File: config.mk
export PLATFORM = sky130hd
export DESIGN_NAME = psd_sqrt
export DESIGN_NICKNAME = d
export VERILOG_FILES = /design/src/psd_pkg.sv /design/src/psd_sqrt.sv
export SDC_FILE = /design/constraint.sdc
export NUM_CORES = 2
export LEC_CHECK = 0
export BUFFER_PORTS_ARGS = -buffer_cell sky130_fd_sc_hd__buf_4
export CORE_ASPECT_RATIO = 1.4
export CORE_MARGIN = 8
export CORE_UTILIZATION = 64
export DETAILED_ROUTE_END_ITERATION = 8
export GPL_TIMING_DRIVEN = 0
export PLACE_DENSITY = 0.85
export SLEW_MARGIN = 0
export SYNTH_ARGS = -nofsm -noshare
export SYNTH_HDL_FRONTEND = slang
export SYNTH_SLANG_ARGS = --single-unit
File: constraint.sdc
create_clock -name clk -period 4.7 [get_ports clk]
set_input_delay 0.94 -clock clk [delete_from_list [all_inputs] [get_ports clk]]
set_output_delay 0.94 -clock clk [all_outputs]
set_load 0.1 [all_outputs]
File: src/psd_pkg.sv
// ============================================================================
// psd_pkg
// Shared widths and types for the point-to-segment distance pipeline.
// ============================================================================
package psd_pkg;

	// Base settings
	localparam int COORD_BITS = 24;
	localparam int FRAC_BITS  = 8;
	localparam int DIST_W     = 34;

	// Derived widths
	localparam int DIFF_W = COORD_BITS + 1;             // coordinate difference
	localparam int PROD_W = 2 * DIFF_W;                 // product of two differences
	localparam int SUM_W  = PROD_W + 1;                 // dot or cross product
	localparam int MAG_W  = SUM_W;                      // |cross|
	localparam int LEN_W  = PROD_W;                     // squared length
	localparam int NUM_W  = 2 * MAG_W + 2 * FRAC_BITS;  // dividend
	localparam int QUO_W  = LEN_W + 2 * FRAC_BITS;      // squared distance, scaled
	localparam int ROOT_W = QUO_W / 2;                  // square root
	localparam int LO_W   = (MAG_W + 1) / 2;            // low half of |cross|
	localparam int HI_W   = MAG_W - LO_W;               // high half of |cross|

	typedef logic signed [DIFF_W-1:0] diff_t;
	typedef logic signed [PROD_W-1:0] prod_t;
	typedef logic signed [SUM_W-1:0]  sum_t;
	typedef logic [MAG_W-1:0]         mag_t;
	typedef logic [LEN_W-1:0]         len_t;
	typedef logic [NUM_W-1:0]         num_t;
	typedef logic [QUO_W-1:0]         quo_t;
	typedef logic [ROOT_W-1:0]        root_t;

endpackage

File: src/psd_sqrt.sv
// ============================================================================
// psd_sqrt
// Pipelined digit-by-digit integer square root: one root bit per stage.
// ============================================================================
module psd_sqrt import psd_pkg::*; (
	input  logic  clk,
	input  logic  arst_n,
	input  logic  en,
	input  logic  in_valid,
	input  logic  in_tag,
	input  quo_t  radicand,
	output logic  out_valid,
	output logic  out_tag,
	output root_t root
);

	// Index 0 is the incoming item; 1..ROOT_W are registered stages
	logic [ROOT_W:0] rem_s  [ROOT_W+1];
	root_t           root_s [ROOT_W+1];
	quo_t            x_s    [ROOT_W+1];
	logic            tag_s  [ROOT_W+1];
	logic            v_s    [ROOT_W+1];

	assign rem_s[0]  = '0;
	assign root_s[0] = '0;
	assign x_s[0]    = radicand;
	assign tag_s[0]  = in_tag;
	assign v_s[0]    = in_valid;

	for (genvar k = 0; k < ROOT_W; k++) begin : g_stage
		logic [ROOT_W+2:0] rem2;
		logic [ROOT_W+2:0] trial;
		logic [ROOT_W+2:0] diff;
		logic              ge;

		// Bring down two radicand bits, try root bit set
		always_comb begin
			rem2  = {rem_s[k], x_s[k][QUO_W-1 -: 2]};
			trial = {1'b0, root_s[k], 2'b01};
			diff  = rem2 - trial;
			ge    = rem2 >= trial;
		end

		always_ff @(posedge clk or negedge arst_n) begin
			if (!arst_n) begin
				v_s[k+1] <= 1'b0;
			end else if (en) begin
				v_s[k+1] <= v_s[k];
			end
		end

		always_ff @(posedge clk) begin
			if (en) begin
				rem_s[k+1]  <= ge ? diff[ROOT_W:0] : rem2[ROOT_W:0];
				root_s[k+1] <= {root_s[k][ROOT_W-2:0], ge};
				x_s[k+1]    <= {x_s[k][QUO_W-3:0], 2'b00};
				tag_s[k+1]  <= tag_s[k];
			end
		end
	end

	assign out_valid = v_s[ROOT_W];
	assign out_tag   = tag_s[ROOT_W];
	assign root      = root_s[ROOT_W];

endmodule

## Yosys cells after proc, flatten, opt, wreduce, memory -nomap -nowiden

Cells that the tools add are included.

| cells by class | value |
|---|---|
| magnitude comparators | 33 |
| add/subtract/negate cells | 32 |
| multiplexer cells | 32 |

Operators by type and width:

| cell | count |
|---|---|
| 2-to-1 mux 34 bit | 31 |
| >= comparator 36 x 10 -> 1 bit | 1 |
| >= comparator 36 x 11 -> 1 bit | 1 |
| >= comparator 36 x 12 -> 1 bit | 1 |
| >= comparator 36 x 13 -> 1 bit | 1 |
| >= comparator 36 x 14 -> 1 bit | 1 |
| >= comparator 36 x 15 -> 1 bit | 1 |
| >= comparator 36 x 16 -> 1 bit | 1 |
| >= comparator 36 x 17 -> 1 bit | 1 |
| >= comparator 36 x 18 -> 1 bit | 1 |
| >= comparator 36 x 19 -> 1 bit | 1 |
| >= comparator 36 x 20 -> 1 bit | 1 |
| >= comparator 36 x 21 -> 1 bit | 1 |
| >= comparator 36 x 22 -> 1 bit | 1 |
| >= comparator 36 x 23 -> 1 bit | 1 |
| >= comparator 36 x 24 -> 1 bit | 1 |
| >= comparator 36 x 25 -> 1 bit | 1 |
| >= comparator 36 x 26 -> 1 bit | 1 |
| >= comparator 36 x 27 -> 1 bit | 1 |
| >= comparator 36 x 28 -> 1 bit | 1 |
| >= comparator 36 x 29 -> 1 bit | 1 |
| >= comparator 36 x 3 -> 1 bit | 1 |
| >= comparator 36 x 30 -> 1 bit | 1 |
| >= comparator 36 x 31 -> 1 bit | 1 |
| other kinds (43) | 43 |

| word-level totals | value |
|---|---|
| input bits | 71 |
| register bits | 2740 |
| logic and storage cells | 261 |

## Logic depth before layout (Yosys ltp)

| logic depth | value |
|---|---|
| depth in word-level cells | 2 |
| depth in mapped cells | 14 |
| mapped depth without buffers | 12 |

## Worst setup path before layout

OpenSTA, ideal clock, no wires.

| timing path | value |
|---|---|
| path type | register to register |
| start point | register rem_s, in the netlist g_stage[21].rem2[2] |
| end point | register rem_s, in the netlist g_stage[22].rem2[16] (data pin) |
| setup slack | 1.383 ns |
| period minus slack after synthesis | 3.317 ns |
| path buffers | 3 |
| data required time | 4.430 ns |
| cell stages (with the launch flop) | 14 |
| arrival | 3.047 ns |
| cell sequence | edfxtp_1 > ha_1 > nor2b_1 > o21ai_0 > nand2b_1 > a221oi_1 > o21ai_1 > a2111oi_0 > clkbuf_1 > inv_1 > clkbuf_1 > clkbuf_1 > nor2_1 > a21oi_1 |

| on the way | value |
|---|---|
| word-level cells in the longest chain between the ends | 2 |

Ends and longest elaborated chain:

| item | line | RTL |
|---|---|---|
| start: declaration | psd_sqrt.sv:18 | `logic [ROOT_W:0] rem_s [ROOT_W+1];` |
| start signal: indexed assignment | psd_sqrt.sv:54 | `rem_s[k+1] <= ge ? diff[ROOT_W:0] : rem2[ROOT_W:0];` |
| subtractor 34 x 23 -> 34 bit or >= comparator 36 x 23 -> 1 bit (tied branches) | psd_sqrt.sv:40, psd_sqrt.sv:41 |  |
| 2-to-1 mux 34 bit (*) | psd_sqrt.sv:54 |  |

Mark *: on every way between the ends. The rest lies on a longest branch, timed or not.
A chain may end at the register's enable or synchronous reset.

## Final worst setup path

| timing path | value |
|---|---|
| start point | register rem_s, in the netlist g_stage[25].rem2[2] |
| end point | register rem_s, in the netlist g_stage[26].rem2[26] (data pin) |

| on the way | value |
|---|---|
| word-level cells in the longest chain between the ends | 2 |

Ends and longest elaborated chain:

| item | line | RTL |
|---|---|---|
| >= comparator 36 x 27 -> 1 bit | psd_sqrt.sv:41 | `ge = rem2 >= trial;` |
| named net g_stage[25].ge | psd_sqrt.sv:34 | `logic ge;` |
| 2-to-1 mux 34 bit | psd_sqrt.sv:54 |  |

The timed path passes the listed nets, and every way through them passes these cells.

==> impl.org <==
** Run status
- Outcome :: complete, but fails checks
- Violations in the final reports :: negative setup slack

** CTS
- Root Buffer Master :: sky130_fd_sc_hd__clkbuf_16
- Worst-skew pair later-pin latency :: 0.93 ns
- Clock tree from TritonCTS :: yes
- Clock sink count :: 2,720
- H-tree levels :: 4
- After clock tree synthesis, the clock-pin slew on the worst setup and hold paths is 0.08 ns.
- Maximum root-to-sink buffer count :: 4
- Number of CTS-inserted buffers :: 249

** Pwr
- P_sw :: 21,100 uW
- Maximum vdd ir drop :: 0.595 mV
- Summed over all cells, the static leakage comes to 0.0536 uW.
- Relative contribution of combinational cells to total power :: 22.9%
- Portion of total power attributed to sequential cells :: 46.9%
- For this design the ratio of total power to cell area is 500 nW/um^2.
- In this run switching power makes up 30.1% of total power.
- Internal power comes to 48,900 uW.
- The clock network is responsible for 30.2% of the overall power.

** Yosys
- For this run, the number of Yosys warnings is 0.
- Among all flip-flop cells after synthesis, the most frequent one is sky130_fd_sc_hd__edfxtp_1.
- Register bit count reported by yosys :: 2,720
- When the netlist entered floorplanning its net count stood at 10.5k.
- Cell taking the most area after synthesis :: sky130_fd_sc_hd__edfxtp_1
- Share of the synthesized area in the top cell type :: 63.8%
- The synthesized netlist contains 97 unique library cells.
- The mapped netlist covers 127,000 um^2.
- Number of flops mapped to enable cells by yosys :: 2,687
- In the post-synthesis netlist, the biggest area contributors are sky130_fd_sc_hd__edfxtp_1, sky130_fd_sc_hd__ha_1, sky130_fd_sc_hd__xnor2_1.
- Of all flip-flops after synthesis, the portion carrying an async set or reset was 1.21%.
- The commonest cells after synthesis are sky130_fd_sc_hd__edfxtp_1, sky130_fd_sc_hd__inv_1, sky130_fd_sc_hd__nand2_1.
- A synthesized cell averages 12.9 um^2.
- Yosys instantiated no cell more often than sky130_fd_sc_hd__edfxtp_1.
- Synthesis produced a netlist whose cell count is 9,813.
- Register area share after synthesis :: 64.4%

** Worst setup path
- R2R setup slack :: -0.05 ns
- Start-to-end type of the worst setup path :: flop to flop
- Data arrival, critical path :: 5.39 ns
- Setup crit end kind :: flop
- Along the worst path, the maximum fanout reaches 10.
- Number of cells traversed by the worst register-to-register path :: 11
- Walking the worst path, the cells encountered are ha_1, nor2b_1, o31ai_1, a21oi_1, o2bb2ai_1, o21bai_1, o211a_2, inv_1, clkbuf_2, clkbuf_2, a21oi_1.
- STA classifies the critical path startpoint as a flop.
- Worst reg2reg startpoint :: g_stage[25].rem2[2]$_DFFE_PP_
- The slowest stage of the critical path belongs to the cell sky130_fd_sc_hd__o31ai_1.
- Critical Path RT :: 5.34 ns
- On the worst path, the slowest cell contributes a delay of 0.50 ns.
- In this run the critical register-to-register path is captured at g_stage[26].rem2[26]$_DFFE_PP_.

** Flow run
- MaxCap Viol Count :: 0

** Drt
- DRC marker count from the first detailed-route iteration :: 6,264
- Met2 layer wire length in the routed design :: 174,000 um
- Final Routed Wirelength :: 316,000 um
- Detail-routed net length per standard cell :: 24.3 um
- WL met1 :: 97,000 um
- Total via count after detailed routing :: 80.1k
- Wire length on met3 :: 13,200 um
- Via density per instance :: 6.15
- Once detail routing completed, the nets flagged for antenna violations numbered 0.
- In the routed design, unresolved DRC markers number 0.
- DR top layer :: met5
- Detailed Routing Iterations Pass 1 :: 9

** Global routing
- The number of antenna violations at the first check in global routing was 4.
- Overall routing resource usage :: 29.3%
- Entering global routing, the biggest net connects 213 pins.
- Global-route wire length before repair :: 476,000 um
- Final global-route overflow total :: 0
- Via count of the first global-routing pass :: 83.2k

** STA
- The smallest clock period supported by the final layout is computed as 4.75 ns.
- Least setup slack across all paths after layout :: -0.0489 ns
- After layout, the worst path uses 101% of the clock period.
- At the pin with the least slew margin, the transition time is 1.40 ns.
- Derived from the worst setup path, the maximum achievable clock frequency is 211 MHz.
- The max-slew violation count is 0.
- Final worst clock skew :: 0.0921 ns
- Setup repair after global routing missed its margin :: yes
- The number of hold-slack violations in the final timing report was 0.
- Headroom to the max-slew limit came out at 6.59%.
- Total setup violations reported at the end of the flow :: 7

** Hold path
- In this run the most critical hold path is launched from radicand[49].
- The worst hold path terminates at x_s[2163]$_DFFE_PP_.
- Worst hold path type :: input pin to flop
- Along the worst hold path, the cell count comes to 1.

** Floorplan
- Ports placed on the boundary :: 106
- Overall die height :: 542 um
- Die width :: 392 um
- The die covers 212,000 um^2.
- The initial utilization of the core area, before any placement, comes to 64.2%.
- Core Footprint :: 197,000 um^2
- # rows :: 193

** Finish
- Number of non-filler instances in the completed layout :: 13.0k
- The finished cells cover 140,000 um^2.
- Of the cells placed in the final design, the portion with a size suffix greater than 1 is 7.36%.
- Compared with the post-synthesis result, the final layout area differs by 10.6%.
- Fillers :: 12.8k
- In the final design database the tool counted 10.9k nets.

** Placed design
- Routability congestion estimate from global placement :: 0.972
- The placed instances occupy a cell area of 131,000 um^2.
- Placed wire-length estimate :: 226,000 um
- Once placement completed, the tool counted placed cells totaling 12.6k.
- The count of buffers added on input and output ports is 105.
==> worst max-delay path, delay by kind of cell, from the launching register on <==
| kind | cells | cell delay, ns |
|---|---|---|
| flops | 1 | 0.46 |
| compound gates | 6 | 2.32 |
| simple gates | 1 | 0.19 |
| buf+inv | 3 | 1.05 |
| fa+ha+maj | 1 | 0.40 |
==> state kept, by name, summed over array words and instances, names as in the netlist <==
register,cells
out_tag,1
tag_s,32
g_stage.trial,528
g_stage.rem2,1101
root,33
v_s,32
x_s,992
out_valid,1
==> through the flow <==
stage | setup TNS, ns | power (uW) | util, % | hold slack (ns) | worst slack, ns
6_report | -0.178 | 70000 | 71.0 | 0.203 | -0.0489
5_1_grt | -0.00810 | 72900 | 71.0 | 0.157 | -0.00810
4_1_cts | -0.238 | 70100 | 71.0 | 0.140 | -0.0906
3_5_place_dp | -1180.38 | 48800 | 66.5 | 0.405 | -2.58
3_3_place_gp | - | 49400 | 66.3 | 0.400 | -20.65
2_1_floorplan | 0 | 43400 | - | 0.400 | 1.38
==> area by class of cell <==
cell class	count	area (um^2)	area share [%]
well taps	2632	3290	2.35
plain buffers	194	792	0.566
flip-flops and latches	2720	81500	58.2
multi-input cells	6128	41500	29.7
repair buffers	132	1470	1.05
diodes	1	2.50	0.00179
clock buffers	280	6390	4.57
inverters	770	2890	2.07
clock inverters	173	2050	1.47
==> layout by cell type, fill, tap and decap left out, drive strengths merged, types with 20 or more instances in the layout <==
cell type,n
edfxtp,2687
inv,781
nand2,674
a21oi,639
nor2,601
ha,596
o21ai,518
xnor2,472
clkbuf,457
xor2,396
a21o,266
nor3,227
nand3,191
buf,141
nor4,119
o21a,110
nand2b,108
or3,99
clkinv,98
mux2,96
nand4,92
nor2b,80
o21bai,64
and3,62
o31ai,58
or4,56
a31oi,51
or2,45
a211oi,43
nand3b,41
and2,40
bufinv,40
dfrtp,33
o211ai,30
a2111oi,29
clkinvlp,24
a221oi,20
==> power groups by stage <==
stage	Combinational (uW)	Sequential (uW)	Clock, uW
after global placement	15200	34100	0
final	16000	32900	21100
after global routing	17500	33100	22300
after floorplan	10900	32500	0
after detailed placement	15600	33200	0
after CTS	15900	32800	21400
==> cell families (layout without fill, tap and decap cells) <==
logic type / Yosys count / count (layout) / synth area share (%)
flops: 2720 / 2720 / 64.4
simple gates: 2522 / 2522 / 9.86
compound gates: 2033 / 2033 / 10.0
buf+inv: 965 / 1549 / 2.88
xor+xnor: 868 / 868 / 6.01
fa+ha+maj: 596 / 596 / 5.89
mux: 108 / 108 / 0.949
other cells: 1 / 2 / 0.00296
==> what timing repair did <==
item                                    4_1_cts  5_1_grt
resized for setup                            61       21
cloned                                        6        0
hold endpoints to repair                     33        0
setup buffers                                 3        1
pin swaps                                     0        1
hold buffers                                  1        0
endpoints found under the setup margin      774       40
==> layer usage <==
metal | vias up | global-route usage, %
met5 | - | 0
met4 | 2 | 23.6
met3 | 1147 | 3.36
met2 | 3035 | 57.0
met1 | 38840 | 26.7
li1 | 37074 | -
==> how the worst max path moves through the flow <==
stage / start / end / slack [ns] / cells after the start
after floorplan: g_stage[21].rem2[2]$_DFFE_PP_ / g_stage[22].rem2[16]$_DFFE_PP_ / 1.38 / 13
after global routing: g_stage[25].rem2[2]$_DFFE_PP_ / g_stage[26].rem2[26]$_DFFE_PP_ / -0.008 / 11
final: g_stage[25].rem2[2]$_DFFE_PP_ / g_stage[26].rem2[26]$_DFFE_PP_ / -0.05 / 11
after CTS: g_stage[22].trial[5]$_DFFE_PP_ / g_stage[23].rem2[8]$_DFFE_PP_ / -0.09 / 13
after detailed placement: en / g_stage[32].rem2[0]$_DFFE_PP_ / -2.58 / 8
after global placement: en / g_stage[32].rem2[3]$_DFFE_PP_ / -20.65 / 1
No activity file was read; power rests on OpenSTA's default activity.
